==> config.mk <==
export PLATFORM = sky130hd
export DESIGN_NAME = acl_fragment_reassembly_tracker_flat
export DESIGN_NICKNAME = d
export VERILOG_FILES = /design/src/hdl/aclfrt_pkg.sv /design/src/hdl/aclfrt_if.sv /design/src/hdl/aclfrt_front.sv /design/src/hdl/aclfrt_back.sv /design/src/hdl/acl_fragment_reassembly_tracker.sv /design/src/flat_wrapper.sv
export SDC_FILE = /design/constraint.sdc
export NUM_CORES = 1
export LEC_CHECK = 0
export BUFFER_PORTS_ARGS = -buffer_cell sky130_fd_sc_hd__buf_2
export CAP_MARGIN = 15
export CORE_ASPECT_RATIO = 1.5
export CORE_UTILIZATION = 39
export DETAILED_ROUTE_END_ITERATION = 10
export PLACE_DENSITY = 0.66
export REMOVE_ABC_BUFFERS = 1
export SETUP_SLACK_MARGIN = 0.3
export SLEW_MARGIN = 30
export SYNTH_ARGS = -nofsm -noshare
export SYNTH_HDL_FRONTEND = slang
export SYNTH_SLANG_ARGS = --single-unit
==> constraint.sdc <==
create_clock -name clk -period 5.7 [get_ports clk]
set_input_delay 1.14 -clock clk [delete_from_list [all_inputs] [get_ports clk]]
set_output_delay 1.14 -clock clk [all_outputs]
set_load 0.05 [all_outputs]
==> src/hdl/aclfrt_pkg.sv <==
// ----------------------------------------------------------------------------
// ACL fragment reassembly tracker: shared definitions
// Table size, field widths, command and event codes, and the records that
// pass between the front end, the back end and the result channel.
// ----------------------------------------------------------------------------
package aclfrt_pkg;

  // Number of connection slots in the table (1 to 16).
  localparam int SLOTS  = 4;
  // Bits needed to index a slot.
  localparam int SLOT_W = (SLOTS > 1) ? $clog2(SLOTS) : 1;

  // Depth of the queue between the front end and the back end.
  localparam int QDEPTH = 2;

  // Packet boundary code for a continuation fragment.
  localparam logic [1:0] PB_CONTINUATION = 2'd1;

  // Commands carried by an input item.
  typedef enum logic [1:0] {
    CMD_DATA  = 2'd0,
    CMD_OPEN  = 2'd1,
    CMD_CLOSE = 2'd2,
    CMD_NONE  = 2'd3
  } cmd_t;

  // Result event codes.
  typedef enum logic [3:0] {
    EV_QUEUED    = 4'd0,
    EV_DELIVERED = 4'd1,
    EV_FLUSH     = 4'd2,
    EV_UNKNOWN   = 4'd3,
    EV_REFUSED   = 4'd4,
    EV_SKIPPED   = 4'd5,
    EV_OPENED    = 4'd6,
    EV_FULL      = 4'd7,
    EV_CLOSED    = 4'd8,
    EV_CLOSE_UNK = 4'd9
  } event_t;

  // A classified command, as held in the queue.
  typedef struct packed {
    cmd_t        cmd;
    logic [11:0] handle;
    logic        is_start;
    logic [15:0] plen;
    logic [15:0] declared;
    logic        refused;
  } job_t;

  // One result item.
  typedef struct packed {
    event_t      ev;
    logic [3:0]  slot;
    logic [15:0] bytes;
    logic        last;
  } result_t;

endpackage

==> src/hdl/aclfrt_if.sv <==
// ----------------------------------------------------------------------------
// ACL fragment reassembly tracker: channel interfaces
// Valid/ready channels for command items and for result items.
// ----------------------------------------------------------------------------

// Command channel.
interface aclfrt_in_if;
  logic        valid;
  logic        ready;
  logic [1:0]  command;
  logic [11:0] link_id;
  logic [1:0]  boundary_flag;
  logic [15:0] frag_len;
  logic [15:0] declared_size;
  logic        check_refused;

  modport source (
    output valid, command, link_id, boundary_flag, frag_len,
           declared_size, check_refused,
    input  ready
  );
  modport sink (
    input  valid, command, link_id, boundary_flag, frag_len,
           declared_size, check_refused,
    output ready
  );
endinterface

// Result channel.
interface aclfrt_out_if;
  logic        valid;
  logic        ready;
  logic [3:0]  event_code;
  logic [3:0]  slot_index;
  logic [15:0] message_bytes;
  logic        last_result;

  modport source (
    output valid, event_code, slot_index, message_bytes, last_result,
    input  ready
  );
  modport sink (
    input  valid, event_code, slot_index, message_bytes, last_result,
    output ready
  );
endinterface

==> src/hdl/aclfrt_front.sv <==
// ----------------------------------------------------------------------------
// ACL fragment reassembly tracker: front end
// Accepts command items, classifies them and holds them in a short queue
// until the back end takes them.
// ----------------------------------------------------------------------------
module aclfrt_front (
  input  logic                 clk,
  input  logic                 rst_n,
  aclfrt_in_if.sink            in_ch,
  output aclfrt_pkg::job_t     q_job,
  output logic                 q_valid,
  input  logic                 q_pop
);

  aclfrt_pkg::job_t queue_r [aclfrt_pkg::QDEPTH];
  logic             wr_ptr_r;
  logic             rd_ptr_r;
  logic [1:0]       count_r;
  logic [1:0]       count_nxt;
  aclfrt_pkg::job_t job_in;
  logic             push;

  // Classify the incoming item; the boundary code reduces to a start flag.
  always_comb begin
    job_in.cmd      = aclfrt_pkg::cmd_t'(in_ch.command);
    job_in.handle   = in_ch.link_id;
    job_in.is_start = (in_ch.boundary_flag != aclfrt_pkg::PB_CONTINUATION);
    job_in.plen     = in_ch.frag_len;
    job_in.declared = in_ch.declared_size;
    job_in.refused  = in_ch.check_refused;
  end

  // The unused command code is accepted and dropped here.
  assign in_ch.ready = (count_r != 2'(aclfrt_pkg::QDEPTH));
  assign push        = in_ch.valid && in_ch.ready && (job_in.cmd != aclfrt_pkg::CMD_NONE);

  assign q_valid = (count_r != 2'd0);
  assign q_job   = queue_r[rd_ptr_r];

  always_comb begin
    count_nxt = count_r;
    if (push && !q_pop) begin
      count_nxt = count_r + 2'd1;
    end else if (!push && q_pop) begin
      count_nxt = count_r - 2'd1;
    end
  end

  // Queue pointers and fill count.
  always_ff @(posedge clk) begin
    if (!rst_n) begin
      wr_ptr_r <= 1'b0;
      rd_ptr_r <= 1'b0;
      count_r  <= 2'd0;
    end else begin
      count_r <= count_nxt;
      if (push) begin
        wr_ptr_r <= ~wr_ptr_r;
      end
      if (q_pop) begin
        rd_ptr_r <= ~rd_ptr_r;
      end
    end
  end

  // Queue storage.
  always_ff @(posedge clk) begin
    if (push) begin
      queue_r[wr_ptr_r] <= job_in;
    end
  end

endmodule

==> src/hdl/aclfrt_back.sv <==
// ----------------------------------------------------------------------------
// ACL fragment reassembly tracker: back end
// Takes one queued command at a time, searches the slot table one slot per
// cycle, updates the matching slot and presents up to two results.
// ----------------------------------------------------------------------------
module aclfrt_back (
  input  logic                 clk,
  input  logic                 rst_n,
  input  aclfrt_pkg::job_t     q_job,
  input  logic                 q_valid,
  output logic                 q_pop,
  aclfrt_out_if.source         out_ch
);

  typedef enum logic [1:0] {
    S_IDLE,
    S_SEARCH,
    S_EXEC,
    S_OUT
  } state_t;

  localparam logic [aclfrt_pkg::SLOT_W-1:0] LAST_SLOT =
    aclfrt_pkg::SLOT_W'(aclfrt_pkg::SLOTS - 1);

  state_t                        state_r;
  aclfrt_pkg::job_t              cur_r;
  logic [aclfrt_pkg::SLOT_W-1:0] idx_r;

  // Slot table.
  logic        in_use_r [aclfrt_pkg::SLOTS];
  logic [11:0] handle_r [aclfrt_pkg::SLOTS];
  logic [15:0] exp_r    [aclfrt_pkg::SLOTS];
  logic [15:0] gat_r    [aclfrt_pkg::SLOTS];
  logic        pend_r   [aclfrt_pkg::SLOTS];
  logic        skip_r   [aclfrt_pkg::SLOTS];

  // Output stage.
  logic                  out_valid_r;
  aclfrt_pkg::result_t   out_res_r;
  aclfrt_pkg::result_t   res1_r;
  logic                  have1_r;

  // Search and update logic.
  logic                  hit;
  aclfrt_pkg::event_t    miss_ev;
  logic [3:0]            slot4;
  logic                  in_use_nxt;
  logic [15:0]           exp_nxt;
  logic [15:0]           gat_nxt;
  logic                  pend_nxt;
  logic                  skip_nxt;
  aclfrt_pkg::result_t   res_a;
  aclfrt_pkg::result_t   res_b;
  logic                  two;
  aclfrt_pkg::result_t   main_res;
  logic                  flush;
  logic                  proceed;
  logic [15:0]           g_base;
  logic [15:0]           e_eff;
  logic [15:0]           remain;
  logic [15:0]           total;

  assign q_pop = (state_r == S_IDLE) && q_valid;
  assign slot4 = 4'(idx_r);

  // Match test for the slot under the search index.
  always_comb begin
    if (cur_r.cmd == aclfrt_pkg::CMD_OPEN) begin
      hit = !in_use_r[idx_r];
    end else begin
      hit = in_use_r[idx_r] && (handle_r[idx_r] == cur_r.handle);
    end
    case (cur_r.cmd)
      aclfrt_pkg::CMD_OPEN:  miss_ev = aclfrt_pkg::EV_FULL;
      aclfrt_pkg::CMD_CLOSE: miss_ev = aclfrt_pkg::EV_CLOSE_UNK;
      default:               miss_ev = aclfrt_pkg::EV_UNKNOWN;
    endcase
  end

  // Slot update and results for a command whose slot has been found.
  always_comb begin
    in_use_nxt = in_use_r[idx_r];
    exp_nxt    = exp_r[idx_r];
    gat_nxt    = gat_r[idx_r];
    pend_nxt   = pend_r[idx_r];
    skip_nxt   = skip_r[idx_r];
    flush      = 1'b0;
    proceed    = 1'b0;
    g_base     = gat_r[idx_r];
    e_eff      = exp_r[idx_r];
    remain     = 16'd0;
    total      = 16'd0;
    main_res   = '{ev: aclfrt_pkg::EV_QUEUED, slot: slot4, bytes: 16'd0, last: 1'b1};
    res_a      = main_res;
    res_b      = main_res;
    two        = 1'b0;
    case (cur_r.cmd)
      aclfrt_pkg::CMD_OPEN: begin
        in_use_nxt  = 1'b1;
        exp_nxt     = 16'd0;
        gat_nxt     = 16'd0;
        pend_nxt    = 1'b0;
        skip_nxt    = 1'b0;
        main_res.ev = aclfrt_pkg::EV_OPENED;
        res_a       = main_res;
      end
      aclfrt_pkg::CMD_CLOSE: begin
        in_use_nxt  = 1'b0;
        gat_nxt     = 16'd0;
        pend_nxt    = 1'b0;
        skip_nxt    = 1'b0;
        main_res.ev = aclfrt_pkg::EV_CLOSED;
        res_a       = main_res;
      end
      default: begin
        // A start packet first flushes a pending partial message.
        flush = cur_r.is_start && pend_r[idx_r];
        if (flush) begin
          g_base   = 16'd0;
          gat_nxt  = 16'd0;
          pend_nxt = 1'b0;
        end
        proceed = 1'b1;
        if (cur_r.is_start) begin
          if (cur_r.refused) begin
            skip_nxt    = 1'b1;
            main_res.ev = aclfrt_pkg::EV_REFUSED;
            proceed     = 1'b0;
          end else begin
            skip_nxt = 1'b0;
            exp_nxt  = cur_r.declared;
            e_eff    = cur_r.declared;
          end
        end else if (skip_r[idx_r]) begin
          main_res.ev = aclfrt_pkg::EV_SKIPPED;
          proceed     = 1'b0;
        end
        // Accumulate until the remainder is covered, then deliver.
        remain = e_eff - g_base;
        total  = g_base + cur_r.plen;
        if (proceed) begin
          if (cur_r.plen >= remain) begin
            main_res.ev    = aclfrt_pkg::EV_DELIVERED;
            main_res.bytes = total;
            gat_nxt        = 16'd0;
            pend_nxt       = 1'b0;
          end else begin
            main_res.ev = aclfrt_pkg::EV_QUEUED;
            gat_nxt     = total;
            pend_nxt    = 1'b1;
          end
        end
        if (flush) begin
          res_a = '{ev: aclfrt_pkg::EV_FLUSH, slot: slot4, bytes: gat_r[idx_r], last: 1'b0};
          res_b = main_res;
          two   = 1'b1;
        end else begin
          res_a = main_res;
        end
      end
    endcase
  end

  // Sequencer, slot table and output stage.
  always_ff @(posedge clk) begin
    if (!rst_n) begin
      state_r     <= S_IDLE;
      out_valid_r <= 1'b0;
      have1_r     <= 1'b0;
      idx_r       <= '0;
      for (int i = 0; i < aclfrt_pkg::SLOTS; i++) begin
        in_use_r[i] <= 1'b0;
      end
    end else begin
      case (state_r)
        S_IDLE: begin
          if (q_valid) begin
            cur_r   <= q_job;
            idx_r   <= '0;
            state_r <= S_SEARCH;
          end
        end
        S_SEARCH: begin
          if (hit) begin
            state_r <= S_EXEC;
          end else if (idx_r == LAST_SLOT) begin
            out_res_r   <= '{ev: miss_ev, slot: 4'd0, bytes: 16'd0, last: 1'b1};
            have1_r     <= 1'b0;
            out_valid_r <= 1'b1;
            state_r     <= S_OUT;
          end else begin
            idx_r <= idx_r + aclfrt_pkg::SLOT_W'(1);
          end
        end
        S_EXEC: begin
          in_use_r[idx_r] <= in_use_nxt;
          if (cur_r.cmd == aclfrt_pkg::CMD_OPEN) begin
            handle_r[idx_r] <= cur_r.handle;
          end
          exp_r[idx_r]  <= exp_nxt;
          gat_r[idx_r]  <= gat_nxt;
          pend_r[idx_r] <= pend_nxt;
          skip_r[idx_r] <= skip_nxt;
          out_res_r     <= res_a;
          res1_r        <= res_b;
          have1_r       <= two;
          out_valid_r   <= 1'b1;
          state_r       <= S_OUT;
        end
        S_OUT: begin
          if (out_ch.ready) begin
            if (have1_r) begin
              out_res_r <= res1_r;
              have1_r   <= 1'b0;
            end else begin
              out_valid_r <= 1'b0;
              state_r     <= S_IDLE;
            end
          end
        end
        default: begin
          state_r <= S_IDLE;
        end
      endcase
    end
  end

  assign out_ch.valid         = out_valid_r;
  assign out_ch.event_code    = out_res_r.ev;
  assign out_ch.slot_index    = out_res_r.slot;
  assign out_ch.message_bytes = out_res_r.bytes;
  assign out_ch.last_result   = out_res_r.last;

  // A non-final result is always followed at once by the final one.
  a_second_follows: assert property (@(posedge clk) disable iff (!rst_n)
    (out_valid_r && out_ch.ready && !out_res_r.last) |=> (out_valid_r && out_res_r.last))
    else $error("final result did not follow a non-final one");

  // An early flush is never the last result of its command.
  a_flush_not_last: assert property (@(posedge clk) disable iff (!rst_n)
    (out_valid_r && (out_res_r.ev == aclfrt_pkg::EV_FLUSH)) |-> !out_res_r.last)
    else $error("early flush marked as final result");

  // The queue is drained only while no result is outstanding.
  a_pop_idle: assert property (@(posedge clk) disable iff (!rst_n)
    q_pop |-> (!out_valid_r && q_valid))
    else $error("queue popped while a result is outstanding");

  // A reported open names a slot that is now in use.
  a_open_in_use: assert property (@(posedge clk) disable iff (!rst_n)
    (out_valid_r && (out_res_r.ev == aclfrt_pkg::EV_OPENED))
      |-> in_use_r[out_res_r.slot[aclfrt_pkg::SLOT_W-1:0]])
    else $error("opened slot not marked in use");

endmodule

==> src/hdl/acl_fragment_reassembly_tracker.sv <==
// ----------------------------------------------------------------------------
// ACL fragment reassembly tracker
// Usage: commands (data packet header, open, close) enter on in_ch and results
// leave on out_ch, both valid/ready channels with a transfer when valid and
// ready are both high. Each command gives one or two results, the last of
// them flagged by last_result; the unused command code gives no result.
// A front end classifies commands into a two-entry queue, so in_ch keeps
// accepting while results wait. The back end takes one command from the
// queue, searches the table one slot per cycle (lowest first), updates the
// matching slot, then presents the result; on a miss there is no update.
// A second result is presented in the cycle after the first is taken.
// The back end takes its next command only once the last result of the
// current one has been taken. Reset (synchronous, rst_n low) empties the
// queue, drops any pending result and marks every slot free. While the
// receiver holds out_ch.ready low the result is held and the back end
// waits; the queue fills and in_ch.ready drops.
// ----------------------------------------------------------------------------
module acl_fragment_reassembly_tracker (
  input  logic          clk,
  input  logic          rst_n,
  aclfrt_in_if.sink     in_ch,
  aclfrt_out_if.source  out_ch
);

  aclfrt_pkg::job_t q_job;
  logic             q_valid;
  logic             q_pop;

  // Command acceptance and classification.
  aclfrt_front u_front (
    .clk     (clk),
    .rst_n   (rst_n),
    .in_ch   (in_ch),
    .q_job   (q_job),
    .q_valid (q_valid),
    .q_pop   (q_pop)
  );

  // Slot search, table update and result delivery.
  aclfrt_back u_back (
    .clk     (clk),
    .rst_n   (rst_n),
    .q_job   (q_job),
    .q_valid (q_valid),
    .q_pop   (q_pop),
    .out_ch  (out_ch)
  );

endmodule

==> src/flat_wrapper.sv <==
// flat-port wrapper written by rule: the top's interface ports become plain ports
module acl_fragment_reassembly_tracker_flat 
  (clk, rst_n, in_ch_valid, in_ch_command, in_ch_link_id, in_ch_boundary_flag, in_ch_frag_len, in_ch_declared_size, in_ch_check_refused, in_ch_ready, out_ch_valid, out_ch_event_code, out_ch_slot_index, out_ch_message_bytes, out_ch_last_result, out_ch_ready);
  aclfrt_in_if in_ch_i ();
  aclfrt_out_if out_ch_i ();
  input  logic clk;
  input  logic rst_n;
  input wire logic [$bits(in_ch_i.valid)-1:0] in_ch_valid;
  input wire logic [$bits(in_ch_i.command)-1:0] in_ch_command;
  input wire logic [$bits(in_ch_i.link_id)-1:0] in_ch_link_id;
  input wire logic [$bits(in_ch_i.boundary_flag)-1:0] in_ch_boundary_flag;
  input wire logic [$bits(in_ch_i.frag_len)-1:0] in_ch_frag_len;
  input wire logic [$bits(in_ch_i.declared_size)-1:0] in_ch_declared_size;
  input wire logic [$bits(in_ch_i.check_refused)-1:0] in_ch_check_refused;
  output wire logic [$bits(in_ch_i.ready)-1:0] in_ch_ready;
  output wire logic [$bits(out_ch_i.valid)-1:0] out_ch_valid;
  output wire logic [$bits(out_ch_i.event_code)-1:0] out_ch_event_code;
  output wire logic [$bits(out_ch_i.slot_index)-1:0] out_ch_slot_index;
  output wire logic [$bits(out_ch_i.message_bytes)-1:0] out_ch_message_bytes;
  output wire logic [$bits(out_ch_i.last_result)-1:0] out_ch_last_result;
  input wire logic [$bits(out_ch_i.ready)-1:0] out_ch_ready;
  assign in_ch_i.valid = in_ch_valid;
  assign in_ch_i.command = in_ch_command;
  assign in_ch_i.link_id = in_ch_link_id;
  assign in_ch_i.boundary_flag = in_ch_boundary_flag;
  assign in_ch_i.frag_len = in_ch_frag_len;
  assign in_ch_i.declared_size = in_ch_declared_size;
  assign in_ch_i.check_refused = in_ch_check_refused;
  assign in_ch_ready = in_ch_i.ready;
  assign out_ch_valid = out_ch_i.valid;
  assign out_ch_event_code = out_ch_i.event_code;
  assign out_ch_slot_index = out_ch_i.slot_index;
  assign out_ch_message_bytes = out_ch_i.message_bytes;
  assign out_ch_last_result = out_ch_i.last_result;
  assign out_ch_i.ready = out_ch_ready;
  acl_fragment_reassembly_tracker u_core (.clk(clk), .rst_n(rst_n), .in_ch(in_ch_i), .out_ch(out_ch_i));
endmodule
After elaboration in Yosys (flattened, before gate mapping)
Memory sizes are Yosys's and may differ from the RTL's. A register that Yosys moved wholly into a read port is not among the register bits.
Index checks and enable logic that the tools add are counted.
{"block": "word_totals", "ff_bits": 60, "latchBits": 0, "ramBits": 284, "rom_bits": 0, "inputBits": 53, "output_inout_bits": 27, "word_cells": 161, "n_memories": 7}
{"name": "u_core.u_front.queue_r", "depth": 2, "width": 48, "read_ports": 1, "rd_clocked_by_memory_dff": 1, "write_ports": 1, "line_no": "aclfrt_front.sv:15", "rtl": "aclfrt_pkg::job_t queue_r [aclfrt_pkg::QDEPTH];"}
{"name": "u_core.u_back.exp_r", "depth": 4, "width": 16, "read_ports": 1, "rd_clocked_by_memory_dff": 1, "write_ports": 1, "line_no": "aclfrt_back.sv:32", "rtl": "logic [15:0] exp_r [aclfrt_pkg::SLOTS];"}
{"name": "u_core.u_back.gat_r", "depth": 4, "width": 16, "read_ports": 1, "rd_clocked_by_memory_dff": 1, "write_ports": 1, "line_no": "aclfrt_back.sv:33", "rtl": "logic [15:0] gat_r [aclfrt_pkg::SLOTS];"}
{"name": "u_core.u_back.handle_r", "depth": 4, "width": 12, "read_ports": 1, "rd_clocked_by_memory_dff": 1, "write_ports": 1, "line_no": "aclfrt_back.sv:31", "rtl": "logic [11:0] handle_r [aclfrt_pkg::SLOTS];"}
{"name": "u_core.u_back.in_use_r", "depth": 4, "width": 1, "read_ports": 1, "rd_clocked_by_memory_dff": 1, "write_ports": 4, "line_no": "aclfrt_back.sv:30", "rtl": "logic in_use_r [aclfrt_pkg::SLOTS];"}
{"name": "u_core.u_back.pend_r", "depth": 4, "width": 1, "read_ports": 1, "rd_clocked_by_memory_dff": 1, "write_ports": 1, "line_no": "aclfrt_back.sv:34", "rtl": "logic pend_r [aclfrt_pkg::SLOTS];"}
{"name": "+1 memories"}
{"block": "op_classes", "add_sub_neg": 5, "mul": 0, "n_div": 0, "magnitude_cmp": 1, "n_eq_ne": 18, "shift": 0, "muxes": 86, "bitwise": 3, "n_reduce_logical": 25}
{"operator": "$mux W16", "count": 10}
{"operator": "$mux W25", "count": 5}
{"operator": "$pmux W25 S3", "count": 1}
{"operator": "$pmux W25 S2", "count": 1}
{"operator": "$mux W2", "count": 23}
{"operator": "$mux W1", "count": 34}
{"operator": "$pmux W16 S2", "count": 1}
{"operator": "$ne A2 B2 Y1 const B", "count": 9}
{"operator": "$mux W17", "count": 1}
{"operator": "$add A16 B16 Y16", "count": 1}
{"operator": "$ge A16 B16 Y1", "count": 1}
{"operator": "$sub A16 B16 Y16", "count": 1}
{"operator": "$eq A12 B12 Y1", "count": 1}
{"operator": "$reduce_and A4 Y1", "count": 3}
{"operator": "$eq A2 B2 Y1 const B", "count": 4}
{"operator": "$mux W4", "count": 2}
{"operator": "$pmux W2 S4", "count": 1}
{"operator": "$pmux W4 S2", "count": 1}
{"operator": "$logic_and A1 B1 Y1", "count": 7}
{"operator": "$mux W3", "count": 2}
{"operator": "$pmux W1 S3", "count": 2}
{"operator": "$reduce_and A6 Y1", "count": 1}
{"operator": "$reduce_bool A2 Y1", "count": 3}
{"operator": "$reduce_and A5 Y1", "count": 1}
{"operator": "other kinds (16)", "count": 22}

Logic depth before layout (Yosys ltp)
Gate-level depths: netlist (run 1).
{"block": "depth", "word_depth": 10, "depth_mapped": 25, "ltp_nobuf": 21}

Hierarchy
From an unflattened synthesis (run 1), not the netlist that was laid out.
{"block": "unflattened", "hier_cells": 1083, "hier_area_um2": 17194.0}
{"mod": "aclfrt_back", "instances": 1, "cells_each": 908, "area_each_um2": 13489.2}
{"mod": "aclfrt_front", "instances": 1, "cells_each": 175, "area_each_um2": 3704.8}

Least setup slack after synthesis (run 1)
OpenSTA, ideal clock, no wires.
{"block": "synth_timing", "kind": "flip-flop to flip-flop", "start": "reg with a tool-made name", "end": "mem u_core.u_back.gat_r[0][5] (data pin)", "setup_ps": 217, "arrival_time_ps": 5775, "required_ps": 5483, "setup_slack_ps": -292, "stages_incl_launch_ff": 25, "n_path_buf": 5, "period_less_slack_ps": 5992, "path_cell_list": "dfxtp_1 -> buf_4 -> buf_4 -> buf_2 -> buf_4 -> mux4_2 -> and2_1 -> ha_1 -> fa_1 -> inv_1 -> a21oi_1 -> maj3_1 -> o211ai_1 -> o2111ai_1 -> a21oi_1 -> xnor2_1 -> ha_1 -> a21o_1 -> a21oi_1 -> nor2_1 -> a211oi_1 -> and2_1 -> clkbuf_1 -> o21ai_1 -> a211oi_1"}
{"item": "to (decl)", "line_no": "aclfrt_back.sv:33"}

==> summary.txt, run 1 <==
Outcome
  • Status: completed

Power and ir drop
  • Comb pwr share: 36.8%
  • Clock power share: 23.0%
  • Int Power: 6.31 mW
  • Static Leak: 6.61 nW
  • Peak VDD IR: 0.262 mV
  • Total Power: 9.61 mW
  • Sw Share: 34.4%
  • NetSw: 3.30 mW
  • Seq pwr share: 40.2%
  • PwrDens: 497 mW/mm^2

Clocking
  • H-tree Lvls: 2
  • Clock buffer depth: 3
  • Num CTS Buffers: 36
  • Clk root buf: clkbuf_16
  • Cts hold-fix bufs: 0
  • Clk Latency, worst-skew pair: 0.55 ns
  • Clock transition at path regs: 0.06 ns
  • Clock sinks: 387
  • CTS tree: done

Place
  • DP Area: 0.0181 sq mm
  • Port bufs: 77
  • Setup WS pre-CTS: 0.123 ns
  • Routability cong.: 0.846
  • Dpl hpwl: 23,200 um

Global route
  • Number of global-route vias before repair: 9,769
  • Largest net degree at the start of global routing: 50
  • Initial antenna violation count: 0
  • GRT Util Overall: 15.9%
  • First-pass GRT wire length: 53,400 um
  • Total gr overflow: 0

Routing
  • # DRC: 0
  • Initial DRC count: 542
  • Routed WL: 34,400 um
  • Drt pass-1 iters: 5
  • Vias/cell: 5.33
  • Total number of vias: 9,396
  • Post-DRT Antenna Nets: 0
  • Routed length per instance: 19.5 um

Synth
  • Post-synth EDFFs: 372
  • Yosys top cell area share: 65.9%
  • Post-synth design cell area: 0.0170 sq mm
  • Warnings, synthesis: 0
  • Avg Cell Area, Syn: 16.0 sq um
  • Sequential area share after synthesis: 67.6%
  • Synth area leader: edfxtp_1
  • Synthesized instance count: 1,063
  • Cell variety after synth: 72
  • FFs w/ async S/R, synth: 0%
  • Ys flop type: edfxtp_1
  • Yosys reg bits: 387
  • Synth top area cells: edfxtp_1 (66%), mux4_2 (6.0%), mux2_2 (4.2%)

STA
  • Final Slew Violations: 0
  • Final Hold Vio Count: 0
  • Final setup violation count: 0
  • Tmin final: 5.12 ns
  • Fin worst setup slack: 0.580 ns
  • Fmax: 195 MHz
  • Worst slew margin: 39.7%
  • Final Cycle Share: 89.8%
  • Layout Skew: 0.0162 ns
  • RSZ-0062 raised after global routing: no
  • Tightest Pin Transition: 0.904 ns

Layout
  • Cell area after layout: 0.0193 sq mm
  • P&R area growth vs syn: 14.0%
  • Layout cell share with drive strength beyond 1: 25.0%
  • Filler cell count: 3,740
  • Antenna fix cells: 0
  • Final #Nets: 1,280

Floorplan
  • Rows: 93
  • I/O Pins: 80
  • Starting density of the core: 39.5%
  • Die Ht: 257 um
  • Core Box Area: 0.0429 sq mm
  • Die footprint: 0.0443 sq mm
  • Die X: 172 um

Setup path
  • Crit start category: flop
  • Reg2Reg Setup Slack: 0.58 ns
  • Worst endpoint required time: 6.10 ns
  • FF-to-FF path depth: 19
  • WS Path Type: reg -> reg
  • CP arrival: 5.52 ns
  • CP max FO: 8
  • Worst Setup End Kind: flop
  • Worst setup path end: u_core.u_back.out_ch.message_bytes[15]
  • RR Endpoint: u_core.u_back.out_ch.message_bytes[15]

Job
  • Number of max-cap violations: 0

Hold path
  • Number of cells on the worst hold path: 2
  • Worst min path class: reg -> reg
-- power groups by stage --
| stage | sequential [mW] | combinational, mW | clock [mW] |
|---|---|---|---|
| floorplan | 4.06 | 2.29 | 0 |
| detailed placement | 3.93 | 3.40 | 0 |
| finish | 3.86 | 3.53 | 2.21 |
| CTS | 3.87 | 3.45 | 2.27 |
| global route | 3.90 | 3.90 | 2.38 |
| global placement | 3.92 | 3.32 | 0 |
-- layout make-up --
class | count | area [sq um] | area share [%]
tap | 570 | 713 | 3.69
inverter | 45 | 169 | 0.873
multi-input combinational | 591 | 5270 | 27.3
sequential | 387 | 11500 | 59.4
clock inverter | 19 | 143 | 0.737
timing repair buffer | 109 | 637 | 3.29
clock buffer | 43 | 927 | 4.79
-- layout by cell type, fill, tap and decap left out, drive strengths merged, types with 31 or more instances in the layout --
cell,Yosys,final
a21oi,31,31
buf,15,109
clkbuf,26,43
edfxtp,372,372
ha,55,55
inv,44,44
mux2,63,63
mux4,46,46
nand2,43,43
nor2,58,58
o21ai,45,45
-- critical path: stages (launching register included) --
cell	delay (ns)
dfxtp_4	0.43
mux4_2	0.53
and2_1	0.21
ha_2	0.20
fa_2	0.39
inv_1	0.06
a21oi_1	0.06
maj3_2	0.35
o211ai_1	0.24
o2111ai_2	0.24
o21ai_2	0.22
o41a_1	0.16
xnor2_1	0.07
ha_1	0.30
nand4_1	0.14
nor4_2	0.30
o21ai_2	0.14
a211o_1	0.34
or4_1	0.50
nand3_1	0.09
-- worst min-delay path by stage --
stage | start | end
floorplan | u_core.u_back.in_use_r[2] | u_core.u_back.in_use_r[2]
global placement | u_core.u_back.out_ch.valid | u_core.u_back.out_ch.valid
detailed placement | u_core.u_back.out_ch.valid | u_core.u_back.out_ch.valid
CTS | u_core.u_back.out_ch.valid | u_core.u_back.out_ch.valid
global route | u_core.u_back.out_ch.valid | u_core.u_back.out_ch.valid
finish | u_core.u_back.out_ch.valid | u_core.u_back.out_ch.valid
-- registers in the layout, indices dropped and copies added, names as in the netlist, named ones only --
signal	count
u_core.u_back.have1_r	1
u_core.u_front.queue_r	96
u_core.u_back.in_use_r	4
u_core.u_back.handle_r	48
u_core.u_back.cur_r	48
u_core.u_back.skip_r	4
u_core.u_back.gat_r	64
u_core.u_front.count_r	2
u_core.u_front.wr_ptr_r	1
u_core.u_back.out_ch.valid	1
u_core.u_back.idx_r	2
u_core.u_back.state_r	2
u_core.u_back.out_ch.last_result	1
u_core.u_back.out_ch.event_code	4
u_core.u_back.exp_r	64
u_core.u_back.pend_r	4
u_core.u_back.res1_r	20
u_core.u_back.out_ch.message_bytes	16
u_core.u_back.out_ch.slot_index	2
u_core.u_front.rd_ptr_r	1
-- through the flow --
step	hold slack, ns	std cells	utilization [%]	setup TNS (ns)
2_1_floorplan	0.470	1023	-	-116.28
3_3_place_gp	0.458	1699	42.2	0
3_5_place_dp	0.472	1699	42.2	0
4_1_cts	0.480	1763	44.8	0
5_1_grt	0.507	1764	45.0	0
6_report	0.477	1764	45.0	0
-- cell families (layout without fill, tap and decap cells) --
kind of cell / after synthesis / in the layout / share of synthesized area (%)
simple gates: 184 / 184 / 5.24
buf+inv: 86 / 216 / 2.07
compound gates: 186 / 186 / 7.55
mux: 121 / 121 / 11.0
flops: 387 / 387 / 67.6
fa+ha+maj: 58 / 58 / 4.35
xor+xnor: 40 / 40 / 2.11
other cells: 1 / 2 / 0.0221
-- cells in the mapped netlist (all sizes together) (5+ instances only) --
cell type and n:
edfxtp 372, mux2 63, nor2 58, ha 55, mux4 46, o21ai 45
inv 44, nand2 43, a21oi 31, xnor2 27, clkbuf 26, a22oi 16
buf 15, dfxtp 15, nor3 15, a22o 14, xor2 13, mux2i 12
and2 11, a21o 10, and3 10, nand2b 10, o22ai 10, o211ai 8
nand4 7, a211oi 6, nand3 6, nor2b 6, o31ai 6, or3 5
-- routing by layer --
metal,vias to the layer above,track usage [%],wire length [um]
li1,4372,-,-
met1,4723,18.7,13500
met5,-,0,0
met3,63,2.54,1600
met2,238,28.1,18000
met4,0,7.37,1200
-- timing repair --
action | CTS | global route
pin swaps | 0 | 7
setup endpoints to repair | 40 | 102
endpoints found under the hold margin | 0 | 0
buffers inserted | 2 | 1
resized for setup | 3 | 26
(Power assumes the default switching activity.)
==> run 2, diff against run 1 <==
--- a/config.mk
+++ b/config.mk
@@ -10,9 +10,10 @@
 export CORE_ASPECT_RATIO = 1.5
 export CORE_UTILIZATION = 39
 export DETAILED_ROUTE_END_ITERATION = 10
-export PLACE_DENSITY = 0.66
+export PLACE_DENSITY = 0.64
 export REMOVE_ABC_BUFFERS = 1
 export SETUP_SLACK_MARGIN = 0.3
+export SKIP_CTS_REPAIR_TIMING = 1
 export SLEW_MARGIN = 30
 export SYNTH_ARGS = -nofsm -noshare
 export SYNTH_HDL_FRONTEND = slang
==> constraint.sdc (replaced) <==
create_clock -name clk -period 5.8 [get_ports clk]
set_input_delay 1.16 -clock clk [delete_from_list [all_inputs] [get_ports clk]]
set_output_delay 1.16 -clock clk [all_outputs]
set_load 0.05 [all_outputs]
==> summary.txt, run 2 (synthesis gave the netlist of run 1 again) <==
Layout
  • Final #Nets: 1,284
  • Most common cell after layout, fill and taps aside: edfxtp_1
  • Layout cell share with drive strength beyond 1: 25.3%
  • Commonest cells after routing, fill and taps aside: edfxtp_1 (372), buf_2 (77), mux2_2 (63)
  • Antenna fix cells: 0
  • Max reg flops: 96
  • Finished Layout Cells: 1,770
  • Most flops, register: u_core.u_front.queue_r
  • P&R area growth vs syn: 14.8%
  • Biggest regs: u_core.u_front.queue_r (96), u_core.u_back.exp_r (64), u_core.u_back.gat_r (64)

Power and ir drop
  • NetSw: 3.26 mW
  • Sw Share: 33.8%
  • Static Leak: 6.69 nW
  • PwrDens: 496 mW/mm^2
  • Clock power share: 24.7%
  • Comb pwr share: 35.9%
  • Peak VDD IR: 0.291 mV
  • Int Power: 6.39 mW
  • Seq pwr share: 39.4%
  • Total Power: 9.65 mW

Floorplan
  • I/O Pins: 80
  • Starting density of the core: 39.5%
  • Core Box Area: 0.0429 sq mm
  • Rows: 93
  • Die Ht: 257 um
  • Die X: 172 um
  • Die footprint: 0.0443 sq mm

Setup path
  • CP arrival: 5.66 ns
  • CP max FO: 8
  • Kind of cell adding the most delay to the critical path: adder cells
  • CP peak stage delay: 0.54 ns
  • CP Cell Sequence: mux4_2 > and2_1 > ha_1 > fa_1 > inv_1 > a21oi_1 > maj3_1 > o211ai_1 > o2111ai_2 > o21ai_2 > o41a_1 > xnor2_1 > ha_1 > nand4_1 > nor4_2 > o21ai_2 > a211o_1 > or4_1 > nand3_1
  • Slowest-stage cell, CP: mux4_2
  • WS Path Type: reg -> reg
  • Worst endpoint required time: 6.19 ns
  • Worst Setup End Kind: flop
  • Crit start category: flop
  • Buffers & Inverters on Critical Path: 1

STA
  • Tightest Pin Transition: 0.920 ns
  • Worst slew margin: 38.6%
  • Tmin final: 5.26 ns
  • Layout Skew: 0.0154 ns
  • Fin worst setup slack: 0.537 ns
  • Fmax: 190 MHz
  • Final Cycle Share: 90.7%
  • Final Hold Vio Count: 0
  • RSZ-0062 raised after global routing: no
  • Final Slew Violations: 0
  • Worst hold margin: 0.471 ns
  • Final setup violation count: 0

Global route
  • Initial antenna violation count: 0
  • M1 GR Usage: 19.1%
  • Number of global-route vias before repair: 9,941
  • GRT busiest layer: met2
  • Largest net degree at the start of global routing: 50
  • Total gr overflow: 0
  • First-pass GRT wire length: 54,200 um
  • GRT Util Overall: 16.0%
  • GR Util met3: 2.57%
  • Met2 Track Usage GR: 28.3%

Routing
  • Vias/cell: 5.32
  • Initial DRC count: 489
  • Routed length per instance: 19.6 um
  • # DRC: 0
  • Post-DRT Antenna Nets: 0
  • Drt pass-1 iters: 5
  • Total number of vias: 9,410
  • Routed WL: 34,700 um

Clocking
  • Clk root buf: clkbuf_16
  • Clock buffer depth: 3
  • Clock transition at path regs: 0.07 ns
  • H-tree Lvls: 2
  • Clk Latency, worst-skew pair: 0.54 ns
  • CTS tree: done
  • Num CTS Buffers: 37
  • Clock sinks: 387

Hold path
  • Min-delay src: u_core.u_back.out_ch.valid
  • Worst min path class: reg -> reg

Place
  • Dpl hpwl: 23,000 um
  • Routability cong.: 0.829
  • Port bufs: 77
  • Placed cells: 1,698
  • Setup WS pre-CTS: 0.191 ns

Outcome
  • Status: completed

Job
  • Number of max-cap violations: 0
-- run 2: area by class of cell --
| cell class | instances | area, sq um |
|---|---|---|
| Fill cell | 3754 | 23500 |
| Timing Repair Buffer | 112 | 682 |
| Clock buffer | 47 | 1010 |
| Multi-Input combinational cell | 591 | 5230 |
| Sequential cell | 387 | 11500 |
| Inverter | 45 | 169 |
| Clock inverter | 18 | 185 |
| Tap cell | 570 | 713 |
-- run 2: final timing paths --
check                                            to  slack (ns)  depth (start not counted)
max          u_core.u_back.out_ch.message_bytes[15]        0.54                         19
min                      u_core.u_back.out_ch.valid        0.47                          2
max reg2reg  u_core.u_back.out_ch.message_bytes[15]        0.54                         19
min reg2reg              u_core.u_back.out_ch.valid        0.47                          2
-- run 2: through the flow --
stage	TNS (ns)	area [sq um]	utilization (%)
6_report	0	19500	45.3
5_1_grt	0	19500	45.3
4_1_cts	0	19300	45.0
3_5_place_dp	0	18100	42.2
3_3_place_gp	0	18100	42.2
2_1_floorplan	-106.08	16800	-
-- run 2: worst register-to-register path, delay by kind of cell (launching register included) --
family | cells | cell delay (ns)
flops | 1 | 0.44
compound gates | 7 | 1.34
xor+xnor | 1 | 0.07
buf+inv | 1 | 0.07
mux | 1 | 0.54
simple gates | 5 | 1.24
fa+ha+maj | 4 | 1.41
-- run 2: power groups by stage --
| stage | combinational [mW] | sequential (mW) | clock (mW) |
|---|---|---|---|
| floorplan | 2.25 | 3.99 | 0 |
| global placement | 3.28 | 3.86 | 0 |
| detailed placement | 3.36 | 3.86 | 0 |
| CTS | 3.37 | 3.81 | 2.45 |
| global route | 3.83 | 3.83 | 2.54 |
| finish | 3.46 | 3.80 | 2.39 |
-- run 2: per-layer routing --
| layer | share of wire (%) | routed length (um) |
|---|---|---|
| met5 | 0 | 0 |
| met4 | 3.5 | 1230 |
| met2 | 52 | 17900 |
| met3 | 5.3 | 1840 |
| met1 | 40 | 13700 |
==> run 3, diff against run 2 <==
==> constraint.sdc (replaced) <==
create_clock -name clk -period 6.8 [get_ports clk]
set_input_delay 1.36 -clock clk [delete_from_list [all_inputs] [get_ports clk]]
set_output_delay 1.36 -clock clk [all_outputs]
set_load 0.02 [all_outputs]
==> summary.txt, run 3 (synthesis gave the netlist of run 1 again) <==
Outcome
  • Status: completed

Setup path
  • Worst Setup End Kind: flop
  • CP arrival: 6.16 ns
  • Slowest-stage cell, CP: mux2i_1
  • CP Cell Sequence: mux2i_1 > o22a_1 > nand2_1 > ha_1 > nor2b_1 > o21a_1 > o31ai_1 > a311oi_1 > o21ai_2 > nand2b_1 > a21oi_1 > xor2_1 > ha_1 > a21o_1 > a21o_1 > a21oi_1 > nor2_1 > a211oi_1 > and2_1 > o21ai_1 > a211oi_1
  • FF-to-FF path depth: 21
  • Worst setup path end: u_core.u_back.gat_r[0][5]
  • Crit start category: flop
  • CP max FO: 7
  • RR Endpoint: u_core.u_back.gat_r[0][5]
  • Worst endpoint required time: 7.09 ns
  • CP peak stage delay: 0.53 ns
  • Reg2Reg Setup Slack: 0.93 ns
  • WS Path Type: reg -> reg

Routing
  • Drt pass-1 iters: 7
  • Routed length per instance: 19.4 um
  • Initial DRC count: 495
  • # DRC: 0
  • Post-DRT Antenna Nets: 0
  • Total number of vias: 9,222
  • Vias/cell: 5.24
  • Routed WL: 34,100 um

Layout
  • Layout cell share with drive strength beyond 1: 23.7%
  • Post-layout utilization of the core: 45.2%
  • Finished Layout Cells: 1,760
  • P&R area growth vs syn: 14.4%
  • Most flops, register: u_core.u_front.queue_r
  • Biggest regs: u_core.u_front.queue_r (96), u_core.u_back.exp_r (64), u_core.u_back.gat_r (64)
  • Max reg flops: 96
  • Final #Nets: 1,271
  • Most common cell after layout, fill and taps aside: edfxtp_1
  • Commonest cells after routing, fill and taps aside: edfxtp_1 (372), buf_2 (77), mux2_2 (63)

Place
  • Port bufs: 77
  • Dpl hpwl: 23,400 um
  • Placed cells: 1,693
  • Routability cong.: 0.841

Power and ir drop
  • Seq pwr share: 39.8%
  • Sw Share: 32.4%
  • Clock power share: 27.0%
  • PwrDens: 421 mW/mm^2
  • Peak VDD IR: 0.161 mV
  • Comb pwr share: 33.3%
  • Static Leak: 6.67 nW
  • Int Power: 5.52 mW
  • NetSw: 2.65 mW

Hold path
  • Number of cells on the worst hold path: 2
  • Worst min path class: reg -> reg

STA
  • Final Cycle Share: 86.4%
  • Tightest Pin Transition: 0.821 ns
  • Layout Skew: 0.0197 ns
  • Tmin final: 5.87 ns
  • Final Hold Vio Count: 0
  • Final setup violation count: 0
  • RSZ-0062 raised after global routing: no
  • Worst slew margin: 45.2%
  • Fmax: 170 MHz
  • Final Slew Violations: 0

Job
  • Number of max-cap violations: 0

Clocking
  • Num CTS Buffers: 36
  • Clk Latency, worst-skew pair: 0.54 ns
  • Clock transition at path regs: 0.07 ns
  • CTS tree: done
  • H-tree Lvls: 2
  • Clk root buf: clkbuf_16
  • Clock sinks: 387
  • Clock buffer depth: 3

Floorplan
  • Rows: 93
  • Die X: 172 um
  • Core Box Area: 0.0429 sq mm
  • Starting density of the core: 39.5%
  • Die Ht: 257 um
  • I/O Pins: 80
  • Die footprint: 0.0443 sq mm

Global route
  • First-pass GRT wire length: 52,900 um
  • Number of global-route vias before repair: 9,525
  • Initial antenna violation count: 1
  • Total gr overflow: 0
  • GRT Util Overall: 15.7%
  • Largest net degree at the start of global routing: 50
run 3: routing by layer:
metal | up-vias | wire length (um) | global-route usage [%] | part of all wire (%)
met5 | - | 0 | 0 | 0
met3 | 64 | 1410 | 2.31 | 4.1
li1 | 4369 | - | - | -
met2 | 222 | 17500 | 27.5 | 51
met1 | 4567 | 13800 | 18.8 | 41
met4 | 0 | 1370 | 7.01 | 4.0
run 3: cell type report:
class                   instances  area (sq um)
clock inverters                26           393
diodes                          1          2.50
flip-flops and latches        387         11500
multi-input cells             591          5170
well taps                     570           713
fillers                      3750         23500
clock buffers                  40           916
inverters                      45           169
repair buffers                100           558
run 3: power by group through the flow:
stage	Combinational [mW]	Sequential (mW)	Clock [mW]
after detailed placement	2.72	3.30	0
after floorplan	1.91	3.34	0
after global routing	3.02	3.27	2.33
after global placement	2.66	3.29	0
final	2.72	3.25	2.20
after CTS	2.74	3.25	2.26
run 3: critical path, delay by kind of cell, from the launching register on:
family	cells	cell delay (ns)
adders and majority gates	2	0.57
muxes	1	0.53
xor gates and xnor gates	1	0.18
and+or+nand+nor	5	0.77
AOI/OAI and AO/OA	12	3.14
DFF	1	0.44
run 3: metrics by stage:
step / TNS [ns] / area [sq um] / setup slack (ns) / power [mW] / hold slack (ns)
2_1_floorplan: -6.92 / 16800 / -0.267 / 5.25 / 0.470
3_3_place_gp: 0 / 18100 / 1.10 / 5.95 / 0.461
3_5_place_dp: 0 / 18100 / 0.907 / 6.02 / 0.473
4_1_cts: 0 / 19400 / 0.883 / 8.25 / 0.483
5_1_grt: 0 / 19400 / 0.414 / 8.62 / 0.510
6_report: 0 / 19400 / 0.928 / 8.16 / 0.477
run 3: worst min path at each step:
stage | start | to | slack (ns)
2_1_floorplan | u_core.u_back.in_use_r[2] | u_core.u_back.in_use_r[2] | 0.47
3_3_place_gp | u_core.u_back.out_ch.valid | u_core.u_back.out_ch.valid | 0.46
3_5_place_dp | u_core.u_back.out_ch.valid | u_core.u_back.out_ch.valid | 0.47
4_1_cts | u_core.u_back.out_ch.valid | u_core.u_back.out_ch.valid | 0.48
5_1_grt | u_core.u_back.out_ch.valid | u_core.u_back.out_ch.valid | 0.51
6_report | u_core.u_back.out_ch.valid | u_core.u_back.out_ch.valid | 0.48
